===== src/hw/rtl/fpfa_pkg.sv =====
// Package with field widths, codes and defaults of the fit allocator.
`default_nettype none

package fpfa_pkg;

	localparam int MAX_BLOCKS_DEF = 16;
	localparam int SIZE_BITS_DEF  = 16;

	localparam int KIND_W        = 1;
	localparam int SLOT_W        = 4;
	localparam int AMOUNT_W      = 16;
	localparam int STATUS_W      = 2;
	localparam int GRANT_W       = 4;
	localparam int FIT_MODE_W    = 2;
	localparam int BLOCK_COUNT_W = 5;
	localparam int CFG_INDEX_W   = 1;
	localparam int CFG_DATA_W    = 5;

	localparam logic [KIND_W-1:0] KIND_LOAD = 1'b0;

	localparam logic [STATUS_W-1:0] STATUS_LOADED        = 2'd0;
	localparam logic [STATUS_W-1:0] STATUS_ALLOCATED     = 2'd1;
	localparam logic [STATUS_W-1:0] STATUS_NOT_ALLOCATED = 2'd2;

	localparam logic [FIT_MODE_W-1:0] FIT_FIRST = 2'd0;
	localparam logic [FIT_MODE_W-1:0] FIT_BEST  = 2'd1;
	localparam logic [FIT_MODE_W-1:0] FIT_WORST = 2'd2;

	localparam logic [CFG_INDEX_W-1:0] CFG_FIT_MODE    = 1'd0;
	localparam logic [CFG_INDEX_W-1:0] CFG_BLOCK_COUNT = 1'd1;

	localparam logic [BLOCK_COUNT_W-1:0] BLOCK_COUNT_RESET = 5'd16;

endpackage

`default_nettype wire


===== src/hw/rtl/fpfa_if.sv =====
// Handshake interfaces for the allocator's request and result channels.
`default_nettype none

interface fpfa_req_if
	import fpfa_pkg::*;
();
	logic                valid;
	logic                ready;
	logic [KIND_W-1:0]   kind;
	logic [SLOT_W-1:0]   block_slot;
	logic [AMOUNT_W-1:0] amount;

	modport source(output valid, kind, block_slot, amount, input ready);
	modport sink(input valid, kind, block_slot, amount, output ready);
endinterface

interface fpfa_rsp_if
	import fpfa_pkg::*;
();
	logic                valid;
	logic                ready;
	logic [STATUS_W-1:0] status;
	logic [GRANT_W-1:0]  granted_block;

	modport source(output valid, status, granted_block, input ready);
	modport sink(input valid, status, granted_block, output ready);
endinterface

`default_nettype wire


===== src/hw/rtl/fixed_partition_fit_allocator_core.sv =====
// Fixed-partition allocator: block size table with first, best and worst fit scan.
// A load request is answered in the output register in the cycle after it is taken.
// An allocation request scans up to limit table entries, limit being the saturated block
// count, as one comparator checks one registered table read per cycle.
// A new request is taken only in idle while the output register is empty or being read.
// Reset clears all used marks, sets first fit and a block count of 16; sizes stay undefined.
`default_nettype none

module fixed_partition_fit_allocator_core
	import fpfa_pkg::*;
#(
	parameter int MAX_BLOCKS = MAX_BLOCKS_DEF,
	parameter int SIZE_BITS  = SIZE_BITS_DEF
) (
	input  wire logic                   clk,
	input  wire logic                   arst_n,
	fpfa_req_if.sink                    req,
	fpfa_rsp_if.source                  rsp,
	input  wire logic                   cfg_we,
	input  wire logic [CFG_INDEX_W-1:0] cfg_index,
	input  wire logic [CFG_DATA_W-1:0]  cfg_wdata
);

	localparam int IDX_W    = $clog2(MAX_BLOCKS);
	localparam int CNT_W    = $clog2(MAX_BLOCKS + 1);
	localparam int CMP_W    = (CNT_W > SLOT_W) ? CNT_W : SLOT_W;
	localparam int LIM_W    = (CNT_W > BLOCK_COUNT_W) ? CNT_W : BLOCK_COUNT_W;
	localparam int SZ_CMP_W = (SIZE_BITS > AMOUNT_W) ? SIZE_BITS : AMOUNT_W;

	localparam logic [1:0] ST_IDLE = 2'd0;
	localparam logic [1:0] ST_SCAN = 2'd1;
	localparam logic [1:0] ST_FIN  = 2'd2;

	logic [1:0]               state_q;
	logic [FIT_MODE_W-1:0]    fit_mode_q;
	logic [BLOCK_COUNT_W-1:0] block_count_q;

	logic [SIZE_BITS-1:0]     size_mem_q [MAX_BLOCKS];
	logic [MAX_BLOCKS-1:0]    used_q;

	logic [AMOUNT_W-1:0]      amount_q;
	logic [CNT_W-1:0]         limit_q;
	logic [CNT_W-1:0]         rd_cnt_q;
	logic                     v_s1;
	logic [SIZE_BITS-1:0]     size_s1;
	logic                     used_s1;
	logic [IDX_W-1:0]         idx_s1;
	logic                     found_q;
	logic [IDX_W-1:0]         pick_q;
	logic [SIZE_BITS-1:0]     pick_size_q;

	logic                     out_v_q;
	logic [STATUS_W-1:0]      out_status_q;
	logic [GRANT_W-1:0]       out_grant_q;

	logic                     out_free;
	logic                     accept;
	logic                     load_acc;
	logic                     req_acc;
	logic [CMP_W-1:0]         slot_ext;
	logic                     slot_ok;
	logic [IDX_W-1:0]         wr_addr;
	logic [LIM_W-1:0]         bc_ext;
	logic [CNT_W-1:0]         limit_new;
	logic                     issue;
	logic [IDX_W-1:0]         rd_addr;
	logic                     fits;
	logic                     better;
	logic                     take;
	logic                     finish;

	assign out_free  = !out_v_q || rsp.ready;
	assign req.ready = (state_q == ST_IDLE) && out_free;
	assign accept    = req.valid && req.ready;
	assign load_acc  = accept && (req.kind == KIND_LOAD);
	assign req_acc   = accept && (req.kind != KIND_LOAD);

	assign slot_ext = CMP_W'(req.block_slot);
	assign slot_ok  = slot_ext < CMP_W'(MAX_BLOCKS);
	assign wr_addr  = slot_ext[IDX_W-1:0];

	assign bc_ext    = LIM_W'(block_count_q);
	assign limit_new = (bc_ext > LIM_W'(MAX_BLOCKS)) ? CNT_W'(MAX_BLOCKS) : CNT_W'(bc_ext);

	assign issue   = (state_q == ST_SCAN) && (rd_cnt_q < limit_q);
	assign rd_addr = rd_cnt_q[IDX_W-1:0];
	assign finish  = (state_q == ST_FIN) && out_free;

	assign fits = !used_s1 && (SZ_CMP_W'(size_s1) >= SZ_CMP_W'(amount_q));

	always_comb begin
		case (fit_mode_q)
			FIT_BEST:  better = size_s1 < pick_size_q;
			FIT_WORST: better = size_s1 > pick_size_q;
			FIT_FIRST: better = 1'b0;
			default:   better = 1'b0;
		endcase
		take = v_s1 && fits && (!found_q || better);
	end

	always_ff @(posedge clk) begin
		if (load_acc && slot_ok) begin
			size_mem_q[wr_addr] <= SIZE_BITS'(req.amount);
		end
		if (issue) begin
			size_s1 <= size_mem_q[rd_addr];
		end
	end

	always_ff @(posedge clk) begin
		if (issue) begin
			used_s1 <= used_q[rd_addr];
			idx_s1  <= rd_addr;
		end
		if (req_acc) begin
			amount_q <= req.amount;
		end
		if (take) begin
			pick_q      <= idx_s1;
			pick_size_q <= size_s1;
		end
	end

	always_ff @(posedge clk or negedge arst_n) begin
		if (!arst_n) begin
			fit_mode_q    <= FIT_FIRST;
			block_count_q <= BLOCK_COUNT_RESET;
		end else if (cfg_we) begin
			unique case (cfg_index)
				CFG_FIT_MODE:    fit_mode_q    <= cfg_wdata[FIT_MODE_W-1:0];
				CFG_BLOCK_COUNT: block_count_q <= cfg_wdata[BLOCK_COUNT_W-1:0];
				default: ;
			endcase
		end
	end

	always_ff @(posedge clk or negedge arst_n) begin
		if (!arst_n) begin
			state_q  <= ST_IDLE;
			limit_q  <= '0;
			rd_cnt_q <= '0;
			v_s1     <= 1'b0;
			found_q  <= 1'b0;
			used_q   <= '0;
		end else begin
			if (load_acc && slot_ok) begin
				used_q[wr_addr] <= 1'b0;
			end
			unique case (state_q)
				ST_IDLE: begin
					if (req_acc) begin
						state_q  <= ST_SCAN;
						limit_q  <= limit_new;
						rd_cnt_q <= '0;
						v_s1     <= 1'b0;
						found_q  <= 1'b0;
					end
				end
				ST_SCAN: begin
					v_s1 <= issue;
					if (issue) begin
						rd_cnt_q <= rd_cnt_q + 1'b1;
					end
					if (take) begin
						found_q <= 1'b1;
					end
					if (!issue && !v_s1) begin
						state_q <= ST_FIN;
					end
				end
				ST_FIN: begin
					if (finish) begin
						state_q <= ST_IDLE;
						if (found_q) begin
							used_q[pick_q] <= 1'b1;
						end
					end
				end
				default: state_q <= ST_IDLE;
			endcase
		end
	end

	always_ff @(posedge clk or negedge arst_n) begin
		if (!arst_n) begin
			out_v_q <= 1'b0;
		end else if (load_acc || finish) begin
			out_v_q <= 1'b1;
		end else if (rsp.ready) begin
			out_v_q <= 1'b0;
		end
	end

	always_ff @(posedge clk) begin
		if (load_acc) begin
			out_status_q <= STATUS_LOADED;
			out_grant_q  <= '0;
		end else if (finish) begin
			out_status_q <= found_q ? STATUS_ALLOCATED : STATUS_NOT_ALLOCATED;
			out_grant_q  <= found_q ? GRANT_W'(pick_q) : '0;
		end
	end

	assign rsp.valid         = out_v_q;
	assign rsp.status        = out_status_q;
	assign rsp.granted_block = out_grant_q;

endmodule

`default_nettype wire


===== src/flat_wrapper.sv =====
// flat-port wrapper written by rule: the top's interface ports become plain ports
module fixed_partition_fit_allocator_core_flat import fpfa_pkg::*;
#(
	parameter int MAX_BLOCKS = MAX_BLOCKS_DEF,
	parameter int SIZE_BITS  = SIZE_BITS_DEF
)
  (clk, arst_n, cfg_we, cfg_index, cfg_wdata, req_valid, req_kind, req_block_slot, req_amount, req_ready, rsp_valid, rsp_status, rsp_granted_block, rsp_ready);
  fpfa_req_if req_i ();
  fpfa_rsp_if rsp_i ();
  input  wire logic clk;
  input  wire logic arst_n;
  input  wire logic cfg_we;
  input  wire logic [CFG_INDEX_W-1:0] cfg_index;
  input  wire logic [CFG_DATA_W-1:0] cfg_wdata;
  input wire logic [$bits(req_i.valid)-1:0] req_valid;
  input wire logic [$bits(req_i.kind)-1:0] req_kind;
  input wire logic [$bits(req_i.block_slot)-1:0] req_block_slot;
  input wire logic [$bits(req_i.amount)-1:0] req_amount;
  output wire logic [$bits(req_i.ready)-1:0] req_ready;
  output wire logic [$bits(rsp_i.valid)-1:0] rsp_valid;
  output wire logic [$bits(rsp_i.status)-1:0] rsp_status;
  output wire logic [$bits(rsp_i.granted_block)-1:0] rsp_granted_block;
  input wire logic [$bits(rsp_i.ready)-1:0] rsp_ready;
  assign req_i.valid = req_valid;
  assign req_i.kind = req_kind;
  assign req_i.block_slot = req_block_slot;
  assign req_i.amount = req_amount;
  assign req_ready = req_i.ready;
  assign rsp_valid = rsp_i.valid;
  assign rsp_status = rsp_i.status;
  assign rsp_granted_block = rsp_i.granted_block;
  assign rsp_i.ready = rsp_ready;
  fixed_partition_fit_allocator_core #(.MAX_BLOCKS(MAX_BLOCKS), .SIZE_BITS(SIZE_BITS)) u_core (.clk(clk), .arst_n(arst_n), .req(req_i), .rsp(rsp_i), .cfg_we(cfg_we), .cfg_index(cfg_index), .cfg_wdata(cfg_wdata));
endmodule

===== config.mk =====
export PLATFORM = sky130hd
export DESIGN_NAME = fixed_partition_fit_allocator_core_flat
export DESIGN_NICKNAME = d
export VERILOG_FILES = /design/src/hw/rtl/fpfa_pkg.sv /design/src/hw/rtl/fpfa_if.sv /design/src/hw/rtl/fixed_partition_fit_allocator_core.sv /design/src/flat_wrapper.sv
export SDC_FILE = /design/constraint.sdc
export NUM_CORES = 1
export LEC_CHECK = 0
export BUFFER_PORTS_ARGS = -buffer_cell sky130_fd_sc_hd__buf_2
export CORE_MARGIN = 3
export CORE_UTILIZATION = 45
export CTS_CLUSTER_DIAMETER = 120
export DETAILED_ROUTE_END_ITERATION = 16
export GPL_TIMING_DRIVEN = 1
export PLACE_DENSITY = 0.71
export SLEW_MARGIN = 20
export SYNTH_ARGS = -nofsm -noshare
export SYNTH_HDL_FRONTEND = slang
export SYNTH_SLANG_ARGS = --single-unit

===== constraint.sdc =====
create_clock -name clk -period 6.5 [get_ports clk]
set_input_delay 1.625 -clock clk [delete_from_list [all_inputs] [get_ports clk]]
set_output_delay 1.625 -clock clk [all_outputs]
set_load 0.03 [all_outputs]

==> results of run 1 <==
-- cells in the mapped netlist, drive strengths merged, types with 2 or more instances --
cell type,number,area share (%)
nor3,6,0.28
nor2,25,0.70
nand2b,9,0.39
dfrtp,37,6.4
edfxtp,313,65
o31ai,4,0.21
mux2,6,0.49
a211oi,2,0.10
o21ai,37,1.3
clkbuf,13,0.34
o211ai,2,0.10
dfxtp,6,0.83
buf,13,0.87
or3b,2,0.12
or3,3,0.13
nand3,12,0.41
nor2b,7,0.30
a21oi,16,0.55
nor4,2,0.086
a22oi,4,0.21
nand2,24,0.62
inv,50,1.3
ha,39,3.4
mux4,85,15
nand4,3,0.13
o22ai,3,0.13
a21o,5,0.26
nand3b,5,0.26
a31oi,2,0.086
-- state kept, by name, summed over array words and instances (netlist names), 4 cells and up --
signal / count
u_core.rsp.granted_block: 4
u_core.limit_q: 5
u_core.size_mem_q: 256
u_core.amount_q: 16
u_core.idx_s1: 4
u_core.pick_q: 4
u_core.pick_size_q: 16
u_core.bc_ext: 5
u_core.rd_cnt_q: 5
u_core.used_q: 16
u_core.size_s1: 16
-- kinds of logic (layout without fill, tap and decap cells) --
logic type | after synthesis | count (layout) | share of synthesized area [%]
buf+inv | 76 | 162 | 2.50
mux | 91 | 91 | 15.0
compound gates | 81 | 81 | 3.28
fa+ha+maj | 39 | 39 | 3.36
flops | 357 | 357 | 72.2
simple gates | 102 | 102 | 3.69
-- worst max path at each step --
stage                    from                  endpoint  slack [ps]  cells past startpoint
detailed placement  rsp_ready   u_core.size_mem_q[5][8]        2420                      6
floorplan           rsp_ready   u_core.size_mem_q[8][0]        2180                      6
finish              rsp_ready                 req_ready        2670                      4
CTS                 rsp_ready                 req_ready        2660                      4
global placement    rsp_ready  u_core.size_mem_q[3][14]        2470                      6
global route        rsp_ready                 req_ready        2620                      4
-- metrics by stage --
stage | setup WS, ps | power [mW]
2_1_floorplan | 2180 | 4.05
3_3_place_gp | 2470 | 4.46
3_5_place_dp | 2420 | 4.51
4_1_cts | 2660 | 6.47
5_1_grt | 2620 | 6.72
6_report | 2670 | 6.41
-- cell usage in the layout, fill, tap and decap left out, types with 16 or more instances in the layout --
master / count
inv_1: 50
buf_2: 39
mux4_1: 51
o21ai_0: 35
clkbuf_16: 37
mux4_2: 34
nand2_1: 24
dfrtp_1: 35
ha_1: 39
edfxtp_1: 313
a21oi_1: 16
-- layer usage --
metal	vias to the layer above	part of all wire [%]	wire, um	GRT usage, %
met2	206	49	14300	28.2
met3	46	4.7	1370	2.46
met5	-	0	0	0
met1	3644	44	12900	24.8
li1	3144	-	-	-
met4	0	2.4	700	4.97
-- final cells by class --
type,instances,area [um^2]
multi-input cells,313,3740
repair buffers,46,248
fillers,2466,15400
flip-flops and latches,357,10500
clock buffers,41,941
well taps,402,503
inverters,50,188
clock inverters,25,184
-- power by group --
group	switching [mW]	internal, mW
logic	0.806	0.666
registers	0.173	2.80
clock network	0.842	1.13
total	1.82	4.59
-- worst max-delay path, cell delays in order --
cell,delay (ps)
buf_2,100
nor2b_1,220
nor3_2,80
buf_2,180
==> results.sh, run 1 <==
export IMPL_root_buffer="clkbuf_16"
export IMPL_drc_errors=0
export IMPL_htree_num_levels=2
export IMPL_finalMaxSlewViolations=0
export IMPL_finalCriticalPeriod_ps=3830
export IMPL_dieArea_mm2=0.0344
export IMPL_path_class="in -> out"
export IMPL_synthesis_area_mm2=0.0145
export IMPL_clk_pin_slew_ps=60
export IMPL_setup_tns_ps=0
export IMPL_overflow=0
export IMPL_regToRegSetupSlack_ps=3320
export IMPL_io_pins=40
export IMPL_cts_sinks=357
export IMPL_power_density_mw_per_mm2=394
export IMPL_grt_pass1_vias=7207
export IMPL_hpwl_mm=19.2
export IMPL_cap_violations=0
export IMPL_dpl_cell_area_mm2=0.0152
export IMPL_yosysWarnings=0
export IMPL_core_area_mm2=0.0316
export IMPL_drt_wirelength_per_cell_um=23.7
export IMPL_arrival_ps=2200
export IMPL_start_kind="primary input"
export IMPL_finalWirelength_mm=29.3
export IMPL_antenna_found_initial=0
export IMPL_drtPass1Iterations=5
export IMPL_synth_distinct_cells=49
export IMPL_hold_depth=0
export IMPL_cts_tree="built"
export IMPL_grt_pass1_wl_mm=44.5
export IMPL_min_period_over_period_pct=58.9
export IMPL_fin_hold_ws_ps=418
export IMPL_syn_nets=817
export IMPL_hold_buffers=0
export IMPL_start_util_pct=45.9
export IMPL_final_layout_size_suffix_gt1_share_pct=19.6
export IMPL_clock_path_buffers=3
export IMPL_tightest_slew_ps=1040
export IMPL_leakagePower_nw=5.70
export IMPL_dieHeight_um=186
export IMPL_critical_path_endpoint_type="output pin"
export IMPL_cts_repair_timing_setup_buffer_count=0
export IMPL_insertion_delay_ps=520
export IMPL_dp_cells=1168
export IMPL_max_freq_ghz=0.261
export IMPL_die_w_um=186
export IMPL_setup_viol=0
export IMPL_rr_worst_depth=6
export IMPL_fin_cells=1234
export IMPL_min_to="u_core.pick_q[0]"
export IMPL_yosysSeqAreaShare_pct=72.2
export IMPL_synth_seq_cells=357
export IMPL_cts_resized=0
export IMPL_gp_congestion=0.804
export IMPL_vias_per_cell=5.71
export IMPL_syn_area_per_cell_um2=19.5
export IMPL_worstReg2RegEnd="u_core.size_s1[13]"
export IMPL_syn_to_final_growth_pct=12.2
export IMPL_run_status="complete, no violations"
export IMPL_ir_worst_vdd_mv=0.210
export IMPL_synth_cells=746
export IMPL_vias=7040
export IMPL_async_flop_share_pct=10.6
export IMPL_rsz0062_at_grt="false"
export IMPL_grt_max_degree=74
export IMPL_synthFlopType="edfxtp_1"
export IMPL_hp_start="u_core.idx_s1[0]"
export IMPL_fin_util_pct=51.4
export IMPL_n_antenna_cell=0
export IMPL_finalHoldViolations=0
export IMPL_cp_required_ps=4880
export IMPL_final_area_mm2=0.0163
export IMPL_synth_edff_count=313
export IMPL_grt_usage_pct=17.3
export IMPL_finalNetCount=875
export IMPL_drtIter0Drc=593
export IMPL_r2r_start="u_core.rd_cnt_q[1]"
export IMPL_ant_nets=0
export IMPL_fp_row_count=65
export IMPL_hp_class="reg -> reg"
export IMPL_io_buffer_count=39
export IMPL_cp_max_fo=4
export IMPL_clock_skew_ps=22.5
export IMPL_cts_made_buffers=36
export IMPL_maxSlewHeadroom_pct=30.9
Power figures use the tool's default switching activity.
==> run 2: changes to the inputs <==
--- a/config.mk
+++ b/config.mk
@@ -11,7 +11,7 @@
 export CTS_CLUSTER_DIAMETER = 120
 export DETAILED_ROUTE_END_ITERATION = 16
 export GPL_TIMING_DRIVEN = 1
-export PLACE_DENSITY = 0.71
+export PLACE_DENSITY = 0.73
 export SLEW_MARGIN = 20
 export SYNTH_ARGS = -nofsm -noshare
 export SYNTH_HDL_FRONTEND = slang
==> constraint.sdc (replaced) <==
create_clock -name clk -period 3.4 [get_ports clk]
set_input_delay 0.85 -clock clk [delete_from_list [all_inputs] [get_ports clk]]
set_output_delay 0.85 -clock clk [all_outputs]
set_load 0.03 [all_outputs]
==> run 2 against run 1 <==
Register-to-register slack worse by 2700 ps. Clock skew is 7.9 ps lower. Combinational power is 90% higher. Die area stayed put. Critical path depth is 4 higher. Routed wire length is 0.69% higher. Count of clock-buffer cells in the layout is 4 higher. Non-clock buffer count is 33 higher. Worst setup slack worse by 2000 ps. Power is 95% higher. Largest cell class unchanged.
==> results.sh, run 2 (synthesized netlist as in run 1, its figures left out) <==
export IMPL_final_layout_size_suffix_gt1_share_pct=22.5
export IMPL_drc_errors=0
export IMPL_io_buffer_count=39
export IMPL_drtIter0Drc=571
export IMPL_grt_use_met2_pct=28.7
export IMPL_setup_viol=0
export IMPL_rsz0062_at_grt="false"
export IMPL_antenna_found_initial=0
export IMPL_maxSlewHeadroom_pct=42.1
export IMPL_core_area_mm2=0.0316
export IMPL_clk_pin_slew_ps=60
export IMPL_gp_congestion=0.837
export IMPL_grt_pass1_wl_mm=44.9
export IMPL_start_kind="register"
export IMPL_final_area_mm2=0.0166
export IMPL_max_freq_ghz=0.361
export IMPL_dieHeight_um=186
export IMPL_hpwl_mm=18.0
export IMPL_finalNetCount=908
export IMPL_leakagePower_nw=5.92
export IMPL_run_status="complete, no violations"
export IMPL_io_pins=40
export IMPL_grt_util_met1_pct=24.7
export IMPL_finalPower_mw=12.5
export IMPL_vias=7198
export IMPL_dieArea_mm2=0.0344
export IMPL_layout_setup_ws_ps=628
export IMPL_slowest_delay_ps=430
export IMPL_fin_util_pct=52.6
export IMPL_drtPass1Iterations=5
export IMPL_ant_nets=0
export IMPL_grt_max_degree=73
export IMPL_cts_tree="built"
export IMPL_drt_wirelength_per_cell_um=23.3
export IMPL_cp_required_ps=3600
export IMPL_nFillCells=2456
export IMPL_cts_repair_timing_setup_buffer_count=0
export IMPL_power_density_mw_per_mm2=752
export IMPL_finalWirelength_mm=29.5
export IMPL_vias_per_cell=5.69
export IMPL_arrival_ps=2970
export IMPL_finalMaxSlewViolations=0
export IMPL_insertion_delay_ps=530
export IMPL_finalHoldViolations=0
export IMPL_hp_class="reg -> reg"
export IMPL_grt_pass1_vias=7343
export IMPL_overflow=0
export IMPL_worstPathCellList="ha_1 > nand3_1 > nor4_1 > o21ai_0 > o211ai_1 > mux2_4 > nor4b_4 > buf_4"
export IMPL_clock_path_buffers=3
export IMPL_syn_to_final_growth_pct=14.7
export IMPL_htree_num_levels=2
export IMPL_busiest_layer="met2"
export IMPL_largest_register_ffs=256
export IMPL_use_met3_pct=2.68
export IMPL_cts_sinks=357
export IMPL_tightest_slew_ps=869
export IMPL_hold_buffers=0
export IMPL_cts_made_buffers=36
export IMPL_die_w_um=186
export IMPL_grt_usage_pct=17.6
export IMPL_min_period_over_period_pct=81.5
export IMPL_path_class="reg -> reg"
export IMPL_mostFrequentLayoutCells="313 x edfxtp_1, 51 x mux4_1, 50 x inv_1, 39 x ha_1, 39 x buf_2"
export IMPL_clock_skew_ps=14.5
export IMPL_dpl_cell_area_mm2=0.0155
export IMPL_setup_tns_ps=0
export IMPL_fp_row_count=65
export IMPL_cap_violations=0
export IMPL_start_util_pct=45.9
export IMPL_finalCriticalPeriod_ps=2770
export IMPL_n_antenna_cell=0
export IMPL_root_buffer="clkbuf_16"
export IMPL_cp_max_fo=20
export IMPL_largest_register="u_core.size_mem_q"
export IMPL_layout_commonest_cell="edfxtp_1"
export IMPL_place_ws_ps=606
export IMPL_critPathSlowestCell="edfxtp_1"
export IMPL_critical_path_endpoint_type="register"
export IMPL_cts_resized=0
export IMPL_ir_worst_vdd_mv=0.424
==> run 2: stage by stage <==
step,std cells,hold WS (ps)
floorplan,746,400
global placement,1201,401
detailed placement,1201,409
CTS,1266,423
global route,1266,436
finish,1266,422
==> run 2: worst paths after layout <==
check,from,end,slack (ps),cells after the start
min in group asynchronous,arst_n,u_core.bc_ext[1],440,1
max reg2reg,u_core.size_s1[10],u_core.pick_size_q[1],630,8
max,u_core.size_s1[10],u_core.pick_size_q[1],630,8
max in group asynchronous,arst_n,u_core.rd_cnt_q[0],2310,1
min,u_core.idx_s1[2],u_core.pick_q[2],420,0
min reg2reg,u_core.idx_s1[2],u_core.pick_q[2],420,0
==> run 2: critical path, delay by kind of cell (launching register included) <==
kind / cells / cell delay [ps]
buffers and inverters: 1 / 310
adders and majority gates: 1 / 360
and+or+nand+nor: 3 / 680
DFF: 1 / 430
AOI/OAI and AO/OA: 2 / 310
muxes: 1 / 350
==> run 2: final cells by class <==
cell class | count | area, um^2 | share of cell area, %
clock inverters | 20 | 229 | 1.38
repair buffers | 79 | 533 | 3.20
well taps | 402 | 503 | 3.02
inverters | 50 | 188 | 1.13
multi-input cells | 313 | 3750 | 22.6
clock buffers | 45 | 966 | 5.80
flip-flops and latches | 357 | 10500 | 62.9
==> run 2: layer usage <==
metal  wire length (um)  share of wire (%)
met2              14300                 49
met1              12800                 43
met4                795                2.7
met3               1540                5.2
met5                  0                  0
==> run 2: report_power, final <==
part,switching [mW],leakage (nW),internal [mW]
Clock,1.61,0.578,2.40
Combinational,1.44,1.98,1.36
Sequential,0.366,3.36,5.34
